**src/design/efm_pkg.sv**
```systemverilog
// efm_pkg: shared types and constants of the windowed edge frequency monitor
// no dependencies; imported by every design file of the block
package efm_pkg;

   // configuration register width and index port width
   localparam int CFG_W       = 16;
   localparam int CSR_INDEX_W = 3;
   localparam int OUT_W       = 16;

   // stream payload widths (whole bytes)
   localparam int REQ_DATA_W = 8;
   localparam int RSP_DATA_W = 40;

   // register indexes
   localparam logic [CSR_INDEX_W-1:0] CSR_WINDOW_LIMIT    = 3'd0;
   localparam logic [CSR_INDEX_W-1:0] CSR_LOW_EDGE_LIMIT  = 3'd1;
   localparam logic [CSR_INDEX_W-1:0] CSR_HIGH_EDGE_LIMIT = 3'd2;
   localparam logic [CSR_INDEX_W-1:0] CSR_STABLE_WINDOWS  = 3'd3;
   localparam logic [CSR_INDEX_W-1:0] CSR_EDGE_SCALE      = 3'd4;

   // register reset values
   localparam logic [CFG_W-1:0] RST_WINDOW_LIMIT    = 16'h01F3;
   localparam logic [CFG_W-1:0] RST_LOW_EDGE_LIMIT  = 16'd4;
   localparam logic [CFG_W-1:0] RST_HIGH_EDGE_LIMIT = 16'd7;
   localparam logic [CFG_W-1:0] RST_STABLE_WINDOWS  = 16'h004F;
   localparam logic [CFG_W-1:0] RST_EDGE_SCALE      = 16'h0096;

   // configuration bundle
   typedef struct packed {
      logic [CFG_W-1:0] window_limit;
      logic [CFG_W-1:0] low_edge_limit;
      logic [CFG_W-1:0] high_edge_limit;
      logic [CFG_W-1:0] stable_windows;
      logic [CFG_W-1:0] edge_scale;
   } efm_cfg_type;

   // one input item
   typedef struct packed {
      logic gate_bit;
      logic run_state;
      logic sample_bit;
   } efm_item_type;

   // one result item
   typedef struct packed {
      logic             stable_flag;
      logic [OUT_W-1:0] scaled_value;
      logic [OUT_W-1:0] edges_in_window;
   } efm_result_type;

endpackage

```
**src/design/windowed_edge_frequency_monitor.sv**
```systemverilog
// windowed_edge_frequency_monitor: top level with input register, counter core and
// result register; depends on efm_pkg, efm_csr and efm_core
//
//  channel  dir  handshake               payload
//  req_     in   req_tvalid/req_tready   req_tdata  {gate_bit, run_state, sample_bit}
//  rsp_     out  rsp_tvalid/rsp_tready   rsp_tdata  {stable_flag, scaled_value, edges}
//  csr_     in   csr_wen                 csr_index, csr_wdata
//
// one item per cycle unless a held result stalls a window-end item; an item is
// held in the input register, then a window-end item loads the result register
// a result is produced only at a window end; other items leave no result
// reset is synchronous and clears counters, valid flags and configuration registers to defaults
// a held result stalls only items that end a window
module windowed_edge_frequency_monitor #(
   parameter int COUNTER_WIDTH = 16
) (
   input  logic                            clock,
   input  logic                            reset,
   input  logic                            req_tvalid,
   output logic                            req_tready,
   // [0] sample_bit, [1] run_state, [2] gate_bit, [7:3] zero
   input  logic [efm_pkg::REQ_DATA_W-1:0]  req_tdata,
   output logic                            rsp_tvalid,
   input  logic                            rsp_tready,
   // [15:0] edges_in_window, [31:16] scaled_value, [32] stable_flag, [39:33] zero
   output logic [efm_pkg::RSP_DATA_W-1:0]  rsp_tdata,
   input  logic                            csr_wen,
   input  logic [efm_pkg::CSR_INDEX_W-1:0] csr_index,
   input  logic [efm_pkg::CFG_W-1:0]       csr_wdata
);
   import efm_pkg::*;

   efm_cfg_type    cfg;
   efm_item_type   item_ff;
   logic           in_valid_ff;
   logic           core_step;
   logic           window_end;
   efm_result_type core_result;
   efm_result_type rsp_ff;
   logic           rsp_valid_ff;
   logic           rsp_load;

   efm_csr u_csr (
      .clock     (clock),
      .reset     (reset),
      .csr_wen   (csr_wen),
      .csr_index (csr_index),
      .csr_wdata (csr_wdata),
      .cfg       (cfg)
   );

   efm_core #(
      .COUNTER_WIDTH (COUNTER_WIDTH)
   ) u_core (
      .clock      (clock),
      .reset      (reset),
      .step       (core_step),
      .item       (item_ff),
      .cfg        (cfg),
      .window_end (window_end),
      .result     (core_result)
   );

   // held item moves on unless it ends a window and the result slot is blocked
   assign core_step  = in_valid_ff && (!window_end || !rsp_valid_ff || rsp_tready);
   assign rsp_load   = core_step && window_end;
   assign req_tready = !in_valid_ff || core_step;

   // input register
   always_ff @(posedge clock) begin
      if (reset) begin
         in_valid_ff <= 1'b0;
      end else if (req_tready) begin
         in_valid_ff <= req_tvalid;
      end
   end

   always_ff @(posedge clock) begin
      if (req_tready && req_tvalid) begin
         item_ff.sample_bit <= req_tdata[0];
         item_ff.run_state  <= req_tdata[1];
         item_ff.gate_bit   <= req_tdata[2];
      end
   end

   // result register
   always_ff @(posedge clock) begin
      if (reset) begin
         rsp_valid_ff <= 1'b0;
      end else if (rsp_load) begin
         rsp_valid_ff <= 1'b1;
      end else if (rsp_tready) begin
         rsp_valid_ff <= 1'b0;
      end
   end

   always_ff @(posedge clock) begin
      if (rsp_load) begin
         rsp_ff <= core_result;
      end
   end

   assign rsp_tvalid = rsp_valid_ff;
   assign rsp_tdata  = {{(RSP_DATA_W - 2*OUT_W - 1){1'b0}}, rsp_ff.stable_flag,
                        rsp_ff.scaled_value, rsp_ff.edges_in_window};

`ifndef SYNTHESIS
   // a waiting result is never overwritten
   assert property (@(posedge clock) disable iff (reset)
      (rsp_valid_ff && !rsp_tready) |-> !rsp_load)
      else $error("result register overwritten while stalled");

   // a held item that did not step stays in the input register unchanged
   assert property (@(posedge clock) disable iff (reset)
      (in_valid_ff && !core_step) |=> (in_valid_ff && $stable(item_ff)))
      else $error("input item lost while core stalled");

   // a stall of the core only happens when a window ends into a full result slot
   assert property (@(posedge clock) disable iff (reset)
      (in_valid_ff && !core_step) |-> (window_end && rsp_valid_ff))
      else $error("core stalled without a blocked result");
`endif

endmodule

```
**src/design/efm_csr.sv**
```systemverilog
// efm_csr: configuration registers of the edge frequency monitor
// depends on efm_pkg for register indexes, reset values and the cfg struct
module efm_csr (
   input  logic                          clock,
   input  logic                          reset,
   input  logic                          csr_wen,
   input  logic [efm_pkg::CSR_INDEX_W-1:0] csr_index,
   input  logic [efm_pkg::CFG_W-1:0]     csr_wdata,
   output efm_pkg::efm_cfg_type          cfg
);
   import efm_pkg::*;

   efm_cfg_type cfg_ff;
   efm_cfg_type cfg_in;

   // register write decode
   always_comb begin
      cfg_in = cfg_ff;
      if (csr_wen) begin
         unique case (csr_index)
            CSR_WINDOW_LIMIT:    cfg_in.window_limit    = csr_wdata;
            CSR_LOW_EDGE_LIMIT:  cfg_in.low_edge_limit  = csr_wdata;
            CSR_HIGH_EDGE_LIMIT: cfg_in.high_edge_limit = csr_wdata;
            CSR_STABLE_WINDOWS:  cfg_in.stable_windows  = csr_wdata;
            CSR_EDGE_SCALE:      cfg_in.edge_scale      = csr_wdata;
            default:             cfg_in = cfg_ff;
         endcase
      end
   end

   // register file
   always_ff @(posedge clock) begin
      if (reset) begin
         cfg_ff.window_limit    <= RST_WINDOW_LIMIT;
         cfg_ff.low_edge_limit  <= RST_LOW_EDGE_LIMIT;
         cfg_ff.high_edge_limit <= RST_HIGH_EDGE_LIMIT;
         cfg_ff.stable_windows  <= RST_STABLE_WINDOWS;
         cfg_ff.edge_scale      <= RST_EDGE_SCALE;
      end else begin
         cfg_ff <= cfg_in;
      end
   end

   assign cfg = cfg_ff;

endmodule

```
**src/design/efm_core.sv**
```systemverilog
// efm_core: edge, tick and quiet-window counters with the per-item window logic
// depends on efm_pkg for the item, result and cfg structs
module efm_core #(
   parameter int COUNTER_WIDTH = 16
) (
   input  logic                    clock,
   input  logic                    reset,
   input  logic                    step,
   input  efm_pkg::efm_item_type   item,
   input  efm_pkg::efm_cfg_type    cfg,
   output logic                    window_end,
   output efm_pkg::efm_result_type result
);
   import efm_pkg::*;

   localparam int CMP_W = (COUNTER_WIDTH > CFG_W) ? COUNTER_WIDTH : CFG_W;
   localparam logic [COUNTER_WIDTH-1:0] CNT_MAX = {COUNTER_WIDTH{1'b1}};
   localparam logic [CMP_W-1:0] OUT_MAX_X = CMP_W'({OUT_W{1'b1}});

   logic                     last_level_ff;
   logic [COUNTER_WIDTH-1:0] edge_ff, edge_in;
   logic [COUNTER_WIDTH-1:0] tick_ff, tick_in;
   logic [COUNTER_WIDTH-1:0] quiet_ff, quiet_in;
   logic                     flag_ff, flag_in;

   logic [COUNTER_WIDTH-1:0] edge_next;
   logic [COUNTER_WIDTH-1:0] tick_next;
   logic [COUNTER_WIDTH-1:0] quiet_next;
   logic [COUNTER_WIDTH-1:0] quiet_inc;
   logic [CMP_W-1:0]         edge_x;
   logic [CMP_W-1:0]         tick_x;
   logic [CMP_W-1:0]         quiet_inc_x;
   logic [OUT_W-1:0]         edge_lo;

   // edge and tick counting with saturation
   always_comb begin
      edge_next = edge_ff;
      if (item.sample_bit != last_level_ff) begin
         edge_next = (edge_ff == CNT_MAX) ? CNT_MAX : edge_ff + 1'b1;
      end
      tick_next  = (tick_ff == CNT_MAX) ? CNT_MAX : tick_ff + 1'b1;
      edge_x     = CMP_W'(edge_next);
      tick_x     = CMP_W'(tick_next);
      window_end = (tick_x > CMP_W'(cfg.window_limit)) || (tick_next == CNT_MAX);
   end

   // quiet-window count and stable flag at window end
   always_comb begin
      quiet_next = quiet_ff;
      flag_in    = flag_ff;
      if (item.run_state) begin
         if (!item.gate_bit) begin
            quiet_next = '0;
         end
      end
      quiet_inc   = (quiet_next == CNT_MAX) ? CNT_MAX : quiet_next + 1'b1;
      quiet_inc_x = CMP_W'(quiet_inc);
      if (item.run_state) begin
         if (edge_x <= CMP_W'(cfg.low_edge_limit)) begin
            quiet_next = quiet_inc;
            if (quiet_inc_x >= CMP_W'(cfg.stable_windows)) begin
               flag_in = 1'b1;
            end
         end else if (edge_x > CMP_W'(cfg.high_edge_limit)) begin
            quiet_next = '0;
            flag_in    = 1'b0;
         end
      end else begin
         quiet_next = '0;
      end
   end

   // next state on each stepped item
   always_comb begin
      edge_in  = edge_ff;
      tick_in  = tick_ff;
      quiet_in = quiet_ff;
      if (step) begin
         edge_in = window_end ? '0 : edge_next;
         tick_in = window_end ? '0 : tick_next;
         if (window_end) begin
            quiet_in = quiet_next;
         end
      end
   end

   always_ff @(posedge clock) begin
      if (reset) begin
         last_level_ff <= 1'b0;
         edge_ff       <= '0;
         tick_ff       <= '0;
         quiet_ff      <= '0;
         flag_ff       <= 1'b0;
      end else begin
         if (step) begin
            last_level_ff <= item.sample_bit;
         end
         edge_ff  <= edge_in;
         tick_ff  <= tick_in;
         quiet_ff <= quiet_in;
         if (step && window_end) begin
            flag_ff <= flag_in;
         end
      end
   end

   // result fields: saturated count and low half of the scaled product
   always_comb begin
      edge_lo                = edge_x[OUT_W-1:0];
      result.edges_in_window = (edge_x > OUT_MAX_X) ? {OUT_W{1'b1}} : edge_lo;
      result.scaled_value    = edge_lo * cfg.edge_scale;
      result.stable_flag     = flag_in;
   end

endmodule
```
**config.mk**
```make
export PLATFORM = sky130hd
export DESIGN_NAME = windowed_edge_frequency_monitor
export DESIGN_NICKNAME = d
export VERILOG_FILES = /design/src/design/efm_pkg.sv /design/src/design/windowed_edge_frequency_monitor.sv /design/src/design/efm_csr.sv /design/src/design/efm_core.sv
export SDC_FILE = /design/constraint.sdc
export NUM_CORES = 1
export LEC_CHECK = 0
export ABC_AREA = 0
export BUFFER_PORTS_ARGS = -buffer_cell sky130_fd_sc_hd__buf_2
export CAP_MARGIN = 30
export CORE_ASPECT_RATIO = 1.2
export CORE_UTILIZATION = 60
export DETAILED_ROUTE_END_ITERATION = 10
export GPL_TIMING_DRIVEN = 0
export PLACE_DENSITY = 0.8
export SLEW_MARGIN = 20
export SYNTH_ARGS = -nofsm -noshare
export SYNTH_HDL_FRONTEND = slang
export SYNTH_SLANG_ARGS = --single-unit
```
**constraint.sdc**
```tcl
create_clock -name clock -period 16.2 [get_ports clock]
set_input_delay 2.43 -clock clock [delete_from_list [all_inputs] [get_ports clock]]
set_output_delay 2.43 -clock clock [all_outputs]
set_load 0.01 [all_outputs]
```
==> results.tsv, run 1 <==
stage	metric	value	unit
sta	period_share	49.87	%
layout	final_cell_mix	nand2_1 (270), inv_1 (187), dfxtp_1 (132)	
logic_synthesis	synth_area	0.01257	mm2
logic_synthesis	synth_edf_count	36	
grt	grt_pass1_vias	10630	
sta	timing.fmax	123.8	MHz
critical_path	required	16380	ps
grt	grt_max_degree	18	
routing	drc_errors	0	
logic_synthesis	yosys_warnings	0	
logic_synthesis	ys.flop_type	dfxtp_1	
placed_design	hpwl	24260	um
critical_path	critical_path.startpoint_type	flip-flop	
sta	setup_violations	0	
cts	h-tree-depth	4	
logic_synthesis	synth-async-reset-ratio	0	%
floorplan	die-area	0.02153	mm2
routing	drtIter0Drc	865	
placed_design	routabilityCongestion	0.9214	
logic_synthesis	ys_seq_area_share	29.63	%
cts	cts_tree	built	
routing	wl_per_cell	17.76	um
critical_path	worstPathArrival	8260	ps
sta	hold_violations	0	
cts	cts_hold_buffers	0	
grt	antenna_found_initial	0	
routing	routed_wl	32280	um
worst_hold_path	hold_path_class	reg -> reg	
grt	grt_overflow	0	
floorplan	row_count	57	
logic_synthesis	synth.area.top_cells	dfxtp_1 (21%), fa_1 (13%), ha_1 (12%)	
cts	post-cts-setup-buffers	0	
sta	fin_skew	9.325	ps
floorplan	core_area	0.02040	mm2
cts	clkLatencyLatePin	430	ps
pwr	power_density	67.16	mW/mm2
logic_synthesis	ys_seq_elements	168	
sta	timing_worst_slew_pin_value	1030	ps
critical_path	timing_worst_setup_path_type	reg -> reg	
floorplan	start_util	61.62	%
routing	viasPerCell	5.786	
cts	clk_path_buf_depth	2	
cts	cts.sinks	168	
logic_synthesis	synth_area_per_cell	8.668	um2
floorplan	die_h	160.5	um
layout	num-nets-final	1767	
routing	vias	10510	
layout	n_fill_cell	1646	
layout	area_delta_synth_final	10.16	%
floorplan	pin_count	74	
critical_path	cp-end-kind	flip-flop	
logic_synthesis	yosysTopAreaCell	dfxtp_1	
cts	cts_root_buffer	clkbuf_16	
sta	holdWs	454.1	ps
sta	setup_tns	0	ps
flow_run	drv_cap	0	
critical_path	critPathMaxFanout	12	
logic_synthesis	synthDistinctLibCells	70	
logic_synthesis	postSynthCellCount	1450	
cts	cts.reportedPaths.clkPinSlew	70	ps
floorplan	die_w	134.1	um
routing	ant_nets	0	
sta	grt_setup_unrepaired	false	
logic_synthesis	yosysTopAreaCellShare	21.03	%
cts	cts_resized	0	
layout	antenna_cells	0	
layout	drive_gt1_share	7.925	%
grt	grt_pass1_wl	52910	um
layout	final_common_cell	nand2_1	
pwr	ir_drop	0.07305	mV
sta	slew_viol_final	0	
pwr	p_leak	6.217	nW
cts	numCtsBuffers	17	
sta	slew_headroom	31.09	%
placed_design	portBuffers	61	
routing	drt-pass1-iter-count	5	
outcome	outcome	complete, no violations	
sta	period_needed	8079	ps
grt	grt_use_total	31.48	%
## report_power, final
part,switching (mW),total (mW),internal (mW)
clock,0.184,0.416,0.231
combinational,0.0513,0.0763,0.0250
sequential,0.00478,0.438,0.433
total,0.241,0.930,0.689
## logic make-up after synthesis
group,synth area share [%]
AO/OA/AOI/OAI,14.04
XOR/XNOR,4.818
adder cells (fa/ha/maj),24.29
buffers and inverters,8.143
flip-flops,29.63
multiplexers,0.3285
other,0.02984
AND/OR/NAND/NOR,18.73
## synth_stat cells (all sizes together) (3+ instances only)
cell type and count:
inv 187, o211ai 17, fa 80, and4 8, clkbuf 51, a2111oi 3, o21ai 27, nand2 270
nor3 14, dfxtp 132, xnor2 45, a31oi 9, edfxtp 36, nand4 21, a41oi 3, nand2b 10
mux2i 3, o22ai 3, a211oi 5, nand3 35, nor2 33, and2 67, and3 21, a21oi 91
o21bai 6, o21a 15, a221o 8, nor2b 11, a22o 39, buf 19, nand3b 4, xor2 19
a21o 15, ha 116
## registers in the layout, indices dropped and copies added (netlist names)
register	cells
u_core.flag_ff	1
u_core.last_level_ff	1
u_csr.cfg	80
u_core.quiet_ff	16
rsp_tvalid	1
rsp_tdata	33
item_ff	3
u_core.edge_ff	16
u_core.tick_ff	16
in_valid_ff	1
## final cells by class
type | instances | area [um2] | area share (%)
Inverter | 187 | 701.9 | 5.070
Multi-Input combinational cell | 1031 | 7844 | 56.65
Tap cell | 265 | 331.6 | 2.395
Clock inverter | 14 | 161.4 | 1.166
Clock buffer | 18 | 429.2 | 3.100
Sequential cell | 168 | 3724 | 26.89
Timing Repair Buffer | 64 | 332.8 | 2.404
Buffer | 70 | 321.6 | 2.322
## metal layers
layer | wire length [um] | global-route usage (%) | vias up
met1 | 12840 | 39.05 | 4975
li1 | - | - | 4997
met4 | 1424 | 15.12 | 0
met3 | 2390 | 4.514 | 105
met2 | 15620 | 53.65 | 437
met5 | 0 | 0 | -
## metrics by stage
stage	util (%)	area, um2	std cells	setup WS, ps	power (mW)
3_5_place_dp	64.99	13260	1785	8161	0.5207
2_1_floorplan	-	12590	1456	9423	0.4930
5_1_grt	67.88	13850	1817	7739	0.9562
3_3_place_gp	64.85	13230	1782	8305	0.5185
4_1_cts	67.88	13850	1817	8153	0.9302
6_report	67.88	13850	1817	8121	0.9299
## worst paths after layout
| kind | from | endpoint | slack [ps] | cells after the start |
|---|---|---|---|---|
| max | u_core.edge_ff[0]$_SDFFE_PP0P_ | rsp_tdata[31]$_DFFE_PP_ | 8120 | 25 |
| min | u_csr.cfg[60]$_SDFFE_PP0P_ | u_csr.cfg[60]$_SDFFE_PP0P_ | 450 | 2 |
| max reg2reg | u_core.edge_ff[0]$_SDFFE_PP0P_ | rsp_tdata[31]$_DFFE_PP_ | 8120 | 25 |
| min reg2reg | u_csr.cfg[60]$_SDFFE_PP0P_ | u_csr.cfg[60]$_SDFFE_PP0P_ | 450 | 2 |
## worst max-delay path, cell delays in order (launching register included)
cell and delay (ps):
dfxtp_1 450, ha_1 250, nand3_1 140, nor3_1 490
nand3_1 230, clkbuf_1 260, nand2_1 190, clkbuf_1 620
nand2_1 180, fa_1 530, fa_1 520, inv_1 50
fa_1 470, fa_1 550, inv_1 60, fa_1 510
fa_1 460, xnor2_1 240, xnor2_1 170, xnor2_1 110
xnor2_1 260, xnor2_1 130, xnor2_1 240, xnor2_1 170
xnor3_1 400, xnor2_1 160
Note: power is estimated with default switching activity, not from simulation.
==> inputs of run 2 (changes only) <==
==> constraint.sdc (replaced) <==
create_clock -name clock -period 7.7 [get_ports clock]
set_input_delay 1.155 -clock clock [delete_from_list [all_inputs] [get_ports clock]]
set_output_delay 1.155 -clock clock [all_outputs]
set_load 0.01 [all_outputs]
==> run 2 against run 1 <==
Non-clock buffer count rose by 4. Largest cell class unchanged. Flip-flop and latch count unchanged. Maximum frequency rose by 8.1%. Highest routed layer unchanged. Critical path depth shrank 2.
==> results.tsv, run 2 (synthesis gave the netlist of run 1 again) <==
stage	metric	value	unit	change
placed_design	dp.cells	1785		unchanged
floorplan	die-area	0.02153	mm2	unchanged
routing	wl_per_cell	18.04	um	was 17.76 um
sta	slew_headroom	42.31	%	was 31.09%
pwr	p_leak	6.286	nW	was 6.217 nW
cts	numCtsBuffers	17		unchanged
grt	grt_overflow	0		unchanged
cts	cts.sinks	168		unchanged
layout	final_core_util	68.77	%	was 67.88%
critical_path	cp-end-kind	flip-flop		unchanged
critical_path	slowest_delay	550	ps	was 620 ps
sta	holdWs	453.9	ps	was 454.1 ps
routing	routed_wl	32870	um	was 32280 um
critical_path	critical_path.startpoint_type	flip-flop		unchanged
critical_path	timing_worst_setup_path_type	reg -> reg		unchanged
floorplan	die_w	134.1	um	unchanged
layout	area_delta_synth_final	11.61	%	was 10.16%
routing	drtIter0Drc	971		was 865
sta	slew_viol_final	0		unchanged
layout	final_common_cell	nand2_1		unchanged
pwr	ir_drop	0.1539	mV	was 0.07305 mV
critical_path	cp_slowest_cell	fa_1		was clkbuf_1
layout	num-nets-final	1772		was 1767
critical_path	path_common_cell	xnor2_1		unchanged
grt	antenna_found_initial	0		unchanged
floorplan	core_area	0.02040	mm2	unchanged
cts	cts_root_buffer	clkbuf_16		unchanged
sta	timing_worst_slew_pin_value	858.7	ps	was 1030 ps
sta	hold_violations	0		unchanged
layout	fin_cells	1822		was 1817
floorplan	pin_count	74		unchanged
layout	antenna_cells	0		unchanged
grt	grt_max_degree	18		unchanged
routing	ant_nets	0		unchanged
grt	grt_pass1_vias	10630		about the same
critical_path	critPathMaxFanout	12		unchanged
outcome	outcome	complete, no violations		unchanged
sta	fin_skew	9.632	ps	was 9.325 ps
grt	grt_use_total	31.55	%	was 31.48%
routing	drc_errors	0		unchanged
flow_run	drv_cap	0		unchanged
cts	clk_path_buf_depth	2		unchanged
floorplan	row_count	57		unchanged
floorplan	die_h	160.5	um	unchanged
grt	grt_pass1_wl	53000	um	was 52910 um
sta	period_share	97.04	%	was 49.87%
critical_path	required	7880	ps	was 16380 ps
critical_path	crit_chain	xor2_2 -> clkbuf_4 -> nand3_2 -> o22ai_4 -> buf_2 -> nand2_1 -> fa_1 -> fa_1 -> inv_1 -> fa_1 -> fa_1 -> inv_1 -> fa_1 -> fa_1 -> xnor2_1 -> xnor2_1 -> xnor2_1 -> xnor2_1 -> xnor2_1 -> xnor2_1 -> xnor2_1 -> xnor3_1 -> xnor2_1		
floorplan	start_util	61.62	%	unchanged
worst_hold_path	hold_path_class	reg -> reg		unchanged
cts	clkLatencyLatePin	430	ps	about the same
placed_design	hpwl	24260	um	unchanged
routing	drt-pass1-iter-count	7		was 5
layout	drive_gt1_share	9.955	%	was 7.925%
sta	setup_violations	0		unchanged
routing	vias	10620		was 10510
sta	period_needed	7472	ps	was 8079 ps
placed_design	routabilityCongestion	0.9214		unchanged
placed_design	portBuffers	61		unchanged
critical_path	worstPathArrival	7650	ps	was 8260 ps
sta	timing.fmax	133.8	MHz	was 123.8 MHz
cts	cts_tree	built		unchanged
layout	largest_reg_flops	80		unchanged
layout	final_cell_mix	nand2_1 (265), inv_1 (186), dfxtp_1 (131)		was nand2_1 (270), inv_1 (187), dfxtp_1 (132)
pwr	power_density	139.9	mW/mm2	was 67.16 mW/mm2
cts	h-tree-depth	4		unchanged
routing	viasPerCell	5.828		was 5.786
cts	cts.reportedPaths.clkPinSlew	70	ps	about the same
[run 2: cell types whose count changed in the layout (fill, tap and decap cells not counted), sizes merged]
| cell | delta |
|---|---|
| inv | -1 |
| clkinvlp | +2 |
| buf | +7 |
| clkbuf | -3 |
[run 2: critical path, delay by kind of cell, from the launching register on]
family	cells	cell delay, ps
adders and majority gates	6	2950
xor gates and xnor gates	10	2270
buffers and inverters	4	780
DFF	1	500
AOI/OAI and AO/OA	1	370
and+or+nand+nor	2	350
[run 2: layout make-up]
type | instances | area (um2)
Clock inverter | 14 | 161.4
Buffer | 67 | 324.1
Multi-Input combinational cell | 1031 | 7960
Fill cell | 1606 | 6370
Tap cell | 265 | 331.6
Timing Repair inverter | 1 | 5.005
Timing Repair Buffer | 71 | 385.4
Inverter | 187 | 705.7
Sequential cell | 168 | 3725
Clock buffer | 18 | 429.2
[run 2: per-layer routing]
metal / track usage [%] / vias to the layer above / share of wire (%)
li1: - / 5008 / -
met1: 38.66 / 5041 / 40
met2: 54.03 / 460 / 48
met3: 4.861 / 109 / 7.4
met4: 15.17 / 0 / 4.5
met5: 0 / - / 0
[run 2: where the power goes]
group / leakage, nW / switching (mW) / internal, mW
Combinational: 4.55 / 0.110 / 0.0558
Sequential: 1.45 / 0.0103 / 0.911
Clock: 0.289 / 0.388 / 0.487
Total: 6.29 / 0.509 / 1.45
[run 2: path summary, 6_finish.rpt]
kind / depth (start not counted) / slack, ps / end / start
worst min register to register: 2 / 450 / u_csr.cfg[60]$_SDFFE_PP0P_ / u_csr.cfg[60]$_SDFFE_PP0P_
worst max register to register: 23 / 230 / rsp_tdata[31]$_DFFE_PP_ / item_ff[0]$_DFFE_PP_
worst min-delay path: 2 / 450 / u_csr.cfg[60]$_SDFFE_PP0P_ / u_csr.cfg[60]$_SDFFE_PP0P_
worst max-delay path: 23 / 230 / rsp_tdata[31]$_DFFE_PP_ / item_ff[0]$_DFFE_PP_
[run 2: metrics by stage]
stage	area, um2	setup slack, ps	power (mW)	TNS (ps)
floorplan	12590	922.8	1.037	0
global placement	13230	-194.6	1.091	-194.6
detailed placement	13260	-338.8	1.096	-338.8
CTS	13880	35.21	1.958	0
global route	14030	-25.57	2.018	-25.57
finish	14030	227.9	1.962	0
[run 2: repair_timing]
item,CTS,global route
pin swaps,1,1
resized for setup,11,28
cloned,0,1
setup buffers,2,5
hold buffers,0,0
setup endpoints to repair,1,1
